`src/rtl/core/pure_pursuit_steering_assert.svh`:
```
`ifndef PURE_PURSUIT_STEERING_ASSERT_SVH
`define PURE_PURSUIT_STEERING_ASSERT_SVH

// same-cycle implication, sampled on clk, off while rst_n is low
`define PPS_ASSERT_NOW(lbl, ante, cons) \
  lbl: assert property (@(posedge clk) disable iff (!rst_n) (ante) |-> (cons)) \
    else $error("pure pursuit check failed");

// next-cycle implication, sampled on clk, off while rst_n is low
`define PPS_ASSERT_NEXT(lbl, ante, cons) \
  lbl: assert property (@(posedge clk) disable iff (!rst_n) (ante) |=> (cons)) \
    else $error("pure pursuit check failed");

`endif

```
`src/rtl/core/pps_pkg.sv`:
```
package pps_pkg;

  localparam int DEF_MAX_WAYPOINTS = 256;
  localparam int DEF_BACKTRACK     = 5;
  localparam int DEF_CORDIC_STEPS  = 16;
  localparam int TABLE_LEN         = 24;

  localparam logic [29:0] GAIN_Q30    = 30'd652032874;
  localparam logic [16:0] STEER_LIMIT = 17'd23040;
  localparam logic [17:0] DEG_SCALE   = 18'd92160;

  localparam logic [2:0] CFG_WAYPOINT_COUNT  = 3'd0;
  localparam logic [2:0] CFG_LOOKAHEAD_RATIO = 3'd1;
  localparam logic [2:0] CFG_MIN_LOOKAHEAD   = 3'd2;
  localparam logic [2:0] CFG_MAX_LOOKAHEAD   = 3'd3;
  localparam logic [2:0] CFG_AXLE_SPAN       = 3'd4;

  localparam logic KIND_LOAD    = 1'b0;
  localparam logic KIND_VEHICLE = 1'b1;

  typedef struct packed {
    logic               kind;
    logic [7:0]         waypoint_index;
    logic signed [23:0] point_x;
    logic signed [23:0] point_y;
    logic signed [15:0] speed;
    logic [15:0]        heading;
  } in_item_t;

  typedef struct packed {
    logic               valid_res;
    logic signed [15:0] steer_deg;
    logic signed [15:0] target_speed;
    logic [7:0]         target_index;
  } out_item_t;

  // chosen waypoint relative to the vehicle
  typedef struct packed {
    logic signed [24:0] dx;
    logic signed [24:0] dy;
    logic [49:0]        d2;
    logic signed [15:0] speed;
  } scan_res_t;

  typedef struct packed {
    logic load;
    logic rotate;
  } cordic_ctl_t;

  typedef enum logic [3:0] {
    S_IDLE, S_LA, S_LA2, S_LA3, S_LA4, S_SCAN, S_ROT, S_OFF1, S_OFF2, S_OFF3,
    S_NUM, S_NUM2, S_NORM, S_VEC, S_DEG, S_DEG2
  } state_t;

  // atan(2^-i) in units of 2^-32 turn
  function automatic logic [29:0] atan_turn(input logic [4:0] i);
    logic [29:0] v;
    case (i)
      5'd0:  v = 30'h20000000;
      5'd1:  v = 30'h12E4051D;
      5'd2:  v = 30'h09FB385B;
      5'd3:  v = 30'h051111D4;
      5'd4:  v = 30'h028B0D43;
      5'd5:  v = 30'h0145D7E1;
      5'd6:  v = 30'h00A2F61E;
      5'd7:  v = 30'h00517C55;
      5'd8:  v = 30'h0028BE53;
      5'd9:  v = 30'h00145F2E;
      5'd10: v = 30'h000A2F98;
      5'd11: v = 30'h000517CC;
      5'd12: v = 30'h00028BE6;
      5'd13: v = 30'h000145F3;
      5'd14: v = 30'h0000A2F9;
      5'd15: v = 30'h0000517C;
      5'd16: v = 30'h000028BE;
      5'd17: v = 30'h0000145F;
      5'd18: v = 30'h00000A2F;
      5'd19: v = 30'h00000517;
      5'd20: v = 30'h0000028B;
      5'd21: v = 30'h00000145;
      5'd22: v = 30'h000000A2;
      5'd23: v = 30'h00000051;
      default: v = 30'h0;
    endcase
    return v;
  endfunction

endpackage

```
`src/rtl/core/pps_cordic.sv`:
```
module pps_cordic #(
  parameter int CORDIC_STEPS = pps_pkg::DEF_CORDIC_STEPS
) (
  input  logic                clk,
  input  logic                rst_n,
  input  pps_pkg::cordic_ctl_t ctl,
  input  logic signed [42:0]  x_in,
  input  logic signed [42:0]  y_in,
  input  logic signed [34:0]  z_in,
  output logic signed [42:0]  x_out,
  output logic signed [42:0]  y_out,
  output logic signed [34:0]  z_out,
  output logic                done
);
  import pps_pkg::*;

  localparam int NSTEP = (CORDIC_STEPS < TABLE_LEN) ? CORDIC_STEPS : TABLE_LEN;
  localparam logic [4:0] LAST = 5'(NSTEP - 1);

  logic signed [42:0] x_r, y_r, x_nxt, y_nxt;
  logic signed [34:0] z_r, z_nxt;
  logic [4:0]         i_r;
  logic               run_r, rot_r, done_r;
  logic               pos;
  logic signed [34:0] ang;

  // pos: rotate counterclockwise this step
  always_comb begin
    ang   = $signed({5'b0, atan_turn(i_r)});
    pos   = rot_r ? !z_r[34] : y_r[42];
    x_nxt = pos ? x_r - (y_r >>> i_r) : x_r + (y_r >>> i_r);
    y_nxt = pos ? y_r + (x_r >>> i_r) : y_r - (x_r >>> i_r);
    z_nxt = pos ? z_r - ang : z_r + ang;
  end

  always_ff @(posedge clk) begin
    if (!rst_n) begin
      run_r  <= 1'b0;
      done_r <= 1'b0;
      i_r    <= '0;
      rot_r  <= 1'b0;
    end else begin
      done_r <= 1'b0;
      if (ctl.load) begin
        run_r <= 1'b1;
        i_r   <= '0;
        rot_r <= ctl.rotate;
      end else if (run_r) begin
        i_r <= i_r + 5'd1;
        if (i_r == LAST) begin
          run_r  <= 1'b0;
          done_r <= 1'b1;
        end
      end
    end
  end

  always_ff @(posedge clk) begin
    if (ctl.load) begin
      x_r <= x_in;
      y_r <= y_in;
      z_r <= z_in;
    end else if (run_r) begin
      x_r <= x_nxt;
      y_r <= y_nxt;
      z_r <= z_nxt;
    end
  end

  assign x_out = x_r;
  assign y_out = y_r;
  assign z_out = z_r;
  assign done  = done_r;

endmodule

```
`config.mk`:
```
export PLATFORM = sky130hd
export DESIGN_NAME = pps_cordic
export DESIGN_NICKNAME = d
export VERILOG_FILES = /design/src/rtl/core/pure_pursuit_steering_assert.svh /design/src/rtl/core/pps_pkg.sv /design/src/rtl/core/pps_cordic.sv
export SDC_FILE = /design/constraint.sdc
export NUM_CORES = 1
export LEC_CHECK = 0
export BUFFER_PORTS_ARGS = -buffer_cell sky130_fd_sc_hd__buf_2
export CORE_ASPECT_RATIO = 2
export CORE_MARGIN = 4
export CORE_UTILIZATION = 45
export DETAILED_ROUTE_END_ITERATION = 7
export SKIP_LAST_GASP = 1
export SLEW_MARGIN = 20
export SYNTH_ARGS = -nofsm -noshare
export SYNTH_HDL_FRONTEND = slang
export SYNTH_SLANG_ARGS = --single-unit
export TNS_END_PERCENT = 1
```
`constraint.sdc`:
```
create_clock -name clk -period 17.17 [get_ports clk]
set_clock_uncertainty 0.1 [all_clocks]
set_input_delay 1.717 -clock clk [delete_from_list [all_inputs] [get_ports clk]]
set_output_delay 1.717 -clock clk [all_outputs]
set_load 0.01 [all_outputs]
```
Word level (Yosys, flattened, before mapping) --
Memories as Yosys holds them, arrays and structs flattened. A register that Yosys moved wholly into a read port is not among the register bits. Index checks and enable logic that the tools add are counted.
Cells by class: add/sub/neg operators 7, reductions and logical operators 4, eq/ne operators 1, shift operators 2, bitwise gates (word level) 2, multiplexer cells 16
Operator list (count):
- 2-to-1 mux 43 bit | 6
- 2-to-1 mux 35 bit | 3
- adder 43 bit | 2
- >>> shifter 43 x 5 -> 43 bit | 2
- subtractor 43 bit | 2
- adder 35 x 31 -> 35 bit | 1
- subtractor 35 x 31 -> 35 bit | 1
- 2-to-1 mux 5 bit | 2
- adder 5 x 1 -> 5 bit (second input constant) | 1
- == test 5 x 4 -> 1 bit (second input constant) | 1
- 2-to-1 mux 1 bit | 5
- OR reduction 3 bit | 1
- NOT 1 bit | 2
- nonzero test 2 bit | 1
- OR reduction 2 bit | 1
- logical NOT 1 bit | 1
Storage, ports and cells: bits in read-only memories 960, memories kept 1, bits of input ports 125, logic and storage cells 40, bits in registers 129, output and inout port bits 122
Memory list:
- (name not given) | depth 32, bits a word 30, rd ports 1, clocked after memory_dff 1, wr ports 0, RTL line pps_pkg.sv:58 | case (i)

Logic depth before layout (Yosys ltp) --
word-level depth 5, depth in mapped cells 32, mapped depth without buffers 25

Worst setup path after synthesis --
OpenSTA, ideal clock, no wires.
path type register to register, start point register i_r[4], end point register x_r[42], in the netlist x_out[42] (data pin), required time 16.810 ns, buffers on the path 6, setup time 0.260 ns, period minus slack after synthesis 6.182 ns, path slack 10.988 ns, data arrival time 5.822 ns, cell stages (with the launch flop) 28, cells stage by stage dfxtp_1 clkbuf_1 clkbuf_1 clkbuf_1 clkbuf_1 buf_1 clkbuf_1 nor2_1 nor2_1 ha_1 and3b_1 nand3b_1 or3_1 nor2_1 a31oi_1 xnor2_1 ha_1 nand2_1 nor2_1 nand4_1 or3_1 o41a_1 o2111ai_1 a31oi_1 o21ai_0 a21oi_1 xnor2_1 mux2_2
Between the ends: cells in the longest elaborated chain, start to end 5, elaborated cells between the ends (all ways) 6, those cells by class add/sub (2); shift (1); mux (3)
Ends and longest elaborated chain:
- start, declared | RTL line pps_cordic.sv:22 | logic [4:0] i_r;
- start signal, assigned | RTL line pps_cordic.sv:49 | i_r <= i_r + 5'd1;
- >>> shifter 43 x 5 -> 43 bit * | RTL line pps_cordic.sv:31 | x_nxt = pos ? x_r - (y_r >>> i_r) : x_r + (y_r >>> i_r);
- adder 43 bit / subtractor 43 bit (equally long branches) | RTL line pps_cordic.sv:31
- 2-to-1 mux 43 bit * | RTL line pps_cordic.sv:31
- 2-to-1 mux 43 bit * | RTL line pps_cordic.sv:63 | end else if (run_r) begin
- 2-to-1 mux 43 bit * | RTL line pps_cordic.sv:59 | if (ctl.load) begin
- end signal, assigned | RTL line pps_cordic.sv:60 | x_r <= x_in;
- end signal, assigned | RTL line pps_cordic.sv:64 | x_r <= x_nxt;
- end, declared | RTL line pps_cordic.sv:20 | logic signed [42:0] x_r, y_r, x_nxt, y_nxt;
Every way passes the cells marked *; elsewhere a longest branch is shown, timed or not. The select of a mux whose other input is x is not followed. A chain may end at the register's enable or synchronous reset.

Worst setup path in the final report --
start point register i_r[2], end point register x_r[42], in the netlist x_out[42] (data pin)
The elaborated chain is that of the path after synthesis.

==> impl_metrics.py <==
metrics = {
    "run_status": {
        "run_status": "completed",
    },
    "setup_path": {
        "crit_required_ns": 17.31,
        "cp_data_arrival_time_ns": 8.27,
        "critPathKind": "reg2reg",
        "crit_fanout": 92,
        "critPathLaunchType": "register",
        "end_kind": "register",
        "r2r_cells": 25,
    },
    "sta": {
        "fin_crit_sh_pct": 47.3,
        "tightest_slew_ns": 1.03,
        "fmax_mhz": 123,
        "setup_tns_ns": 0,
        "setup_viol_count_final": 0,
        "period_minus_slack_ns": 8.13,
        "slew_violations": 0,
        "hold_violations": 0,
        "setup_slack_ns": 9.04,
        "rsz0062_at_grt": "no",
        "slew_headroom_pct": 30.5,
    },
    "yosys": {
        "ys_seq_area_share_pct": 21.0,
        "synth_cell_types": 91,
        "syn_nets": 2735,
        "synthCells": 2471,
        "netlist_area_sq_mm": 0.0210,
        "ys.flop_type": "edfxtp_1",
        "synth_warnings": 0,
        "syn_area_per_cell_sq_um": 8.48,
        "synthArstFlopShare_pct": 0,
        "synth-edff-count": 121,
        "ys_seq_elements": 159,
    },
    "routing": {
        "viasPerCell": 6.44,
        "drc": 0,
        "totalWireLength_um": 88300,
        "first_pass_iters": 6,
        "drt-initial-drc-count": 1489,
        "wl_per_cell_um": 27.1,
        "num_vias": 21000,
        "ant_nets": 0,
    },
    "grt": {
        "grt_pass1_wl_um": 130000,
        "overflow": 0,
        "grt_usage_pct": 34.1,
        "grt_pass1_vias": 21300,
        "antenna_found_initial": 1,
        "grt_max_degree": 100,
    },
    "flow_run": {
        "drv_cap": 0,
    },
    "cts": {
        "cts_setup_buffers": 0,
        "cts_tree": "built",
        "clockRootBuffer": "clkbuf_16",
        "cts_resized": 0,
        "cts_buffer_depth": 2,
        "numCtsBuffers": 17,
        "cts.clk_slew.worst_paths_ns": 0.07,
        "cts_htree_levels": 4,
        "insertion_delay_ns": 0.49,
        "cts_sinks": 159,
        "cts.hold.buffers_added": 0,
    },
    "floorplan": {
        "die_h_um": 313,
        "die_area_sq_mm": 0.0503,
        "start_util_pct": 45.6,
        "placementRows": 111,
        "io_pins": 247,
        "core_area_sq_mm": 0.0460,
        "die_x_um": 161,
    },
    "placed_design": {
        "dp_hpwl_um": 69900,
        "place_congestion": 0.996,
        "io_buffers": 246,
        "preCtsSetupSlack_ns": 9.12,
    },
    "final_layout": {
        "area_growth_pct": 10.0,
        "drive_above_1_share_pct": 19.3,
        "layout.nets": 2884,
        "final_common_cell": "nand2_1",
        "final_cell_mix": "nand2_1, buf_2, o21ai_0, a21oi_1, nor2_1",
    },
    "worst_hold_path": {
        "min_path_type": "reg2reg",
        "whs_path_depth": 2,
    },
}
==> stage by stage <==
step | instances | instance area [sq um] | utilization (%) | hold WS, ns
2_1_floorplan | 2471 | 21000 | - | 0.423
3_3_place_gp | 3222 | 22500 | 48.9 | 0.478
3_5_place_dp | 3222 | 22500 | 48.9 | 0.497
4_1_cts | 3254 | 23100 | 50.2 | 0.506
5_1_grt | 3254 | 23100 | 50.2 | 0.543
6_report | 3255 | 23100 | 50.2 | 0.498
==> critical path, cell delays in order (launching register included) <==
cell	delay, ns
dfxtp_4	0.76
buf_4	0.85
inv_1	0.65
mux2_2	0.46
mux2i_1	0.19
nor2_1	0.06
nor2_1	0.16
ha_1	0.20
and3b_1	0.31
nand3b_1	0.29
or3_1	0.46
nor2_1	0.22
a31oi_1	0.13
xnor2_1	0.33
ha_1	0.37
a21oi_1	0.37
o21ai_0	0.15
a21oi_1	0.22
o21ai_0	0.12
a41oi_1	0.22
o2111ai_1	0.25
a31oi_1	0.33
o21ai_0	0.12
a21oi_1	0.19
xnor2_1	0.08
mux2_2	0.27
==> final timing paths <==
kind,startpoint,end,slack (ns)
hold reg to reg,rot_r$_SDFFE_PN0P_,rot_r$_SDFFE_PN0P_,0.50
hold / removal,rot_r$_SDFFE_PN0P_,rot_r$_SDFFE_PN0P_,0.50
setup reg to reg,i_r[2]$_SDFFE_PP0P_,x_out[42]$_DFFE_PP_,9.04
setup / recovery,i_r[2]$_SDFFE_PP0P_,x_out[42]$_DFFE_PP_,9.04
==> state kept, by name (all words and copies together), names as in the netlist <==
name and cells:
ang 30, done 1, i_r 5, rot_r 1
run_r 1, x_out 43, y_out 43, z_out 35
==> cell type report <==
class | count | area [sq um]
fill | 4450 | 22900
tap | 621 | 777
sequential | 159 | 4410
antenna | 1 | 2.50
multi-input combinational | 2113 | 15700
clock inverter | 14 | 143
clock buffer | 18 | 429
inverter | 60 | 225
timing repair buffer | 269 | 1410
==> cells by family after synthesis <==
family                     after synthesis  share of synthesized area (%)
DFF                                    159                           21.0
and+or+nand+nor                        746                           16.6
muxes                                  232                           17.5
buffers and inverters                  199                           4.39
xor gates and xnor gates               205                           8.57
AOI/OAI and AO/OA                      791                           23.7
adders and majority gates              139                           8.40
==> synth_stat cells, types with 21 or more instances <==
master	count	area, sq um
nand2_1	289	1080
o21ai_0	234	1170
a21oi_1	207	1040
nor2_1	197	739
ha_1	136	1700
edfxtp_1	121	3630
xnor2_1	111	972
mux4_2	101	2270
xor2_1	94	823
clkbuf_1	84	315
a21o_1	74	556
mux2i_1	72	721
mux2_2	59	664
inv_1	56	210
nor3_1	42	210
dfxtp_1	38	761
nand3_1	35	175
nand2b_1	33	206
o31ai_1	27	203
a31oi_1	26	163
nor2b_1	25	156
a211oi_1	21	158
o21bai_1	21	158
==> layer usage <==
| metal | track usage [%] | share of wire, % | wire, um | vias up |
|---|---|---|---|---|
| met4 | 31.5 | 11 | 9710 | 0 |
| met1 | 31.6 | 32 | 27900 | 10100 |
| met2 | 63.1 | 53 | 46400 | 956 |
| met5 | 0 | 0 | 0 | - |
| li1 | - | - | - | 9600 |
| met3 | 4.51 | 4.8 | 4280 | 335 |
Power is not shown: default switching activity piles up to over one toggle a cycle in this logic, so the estimate is an artifact.
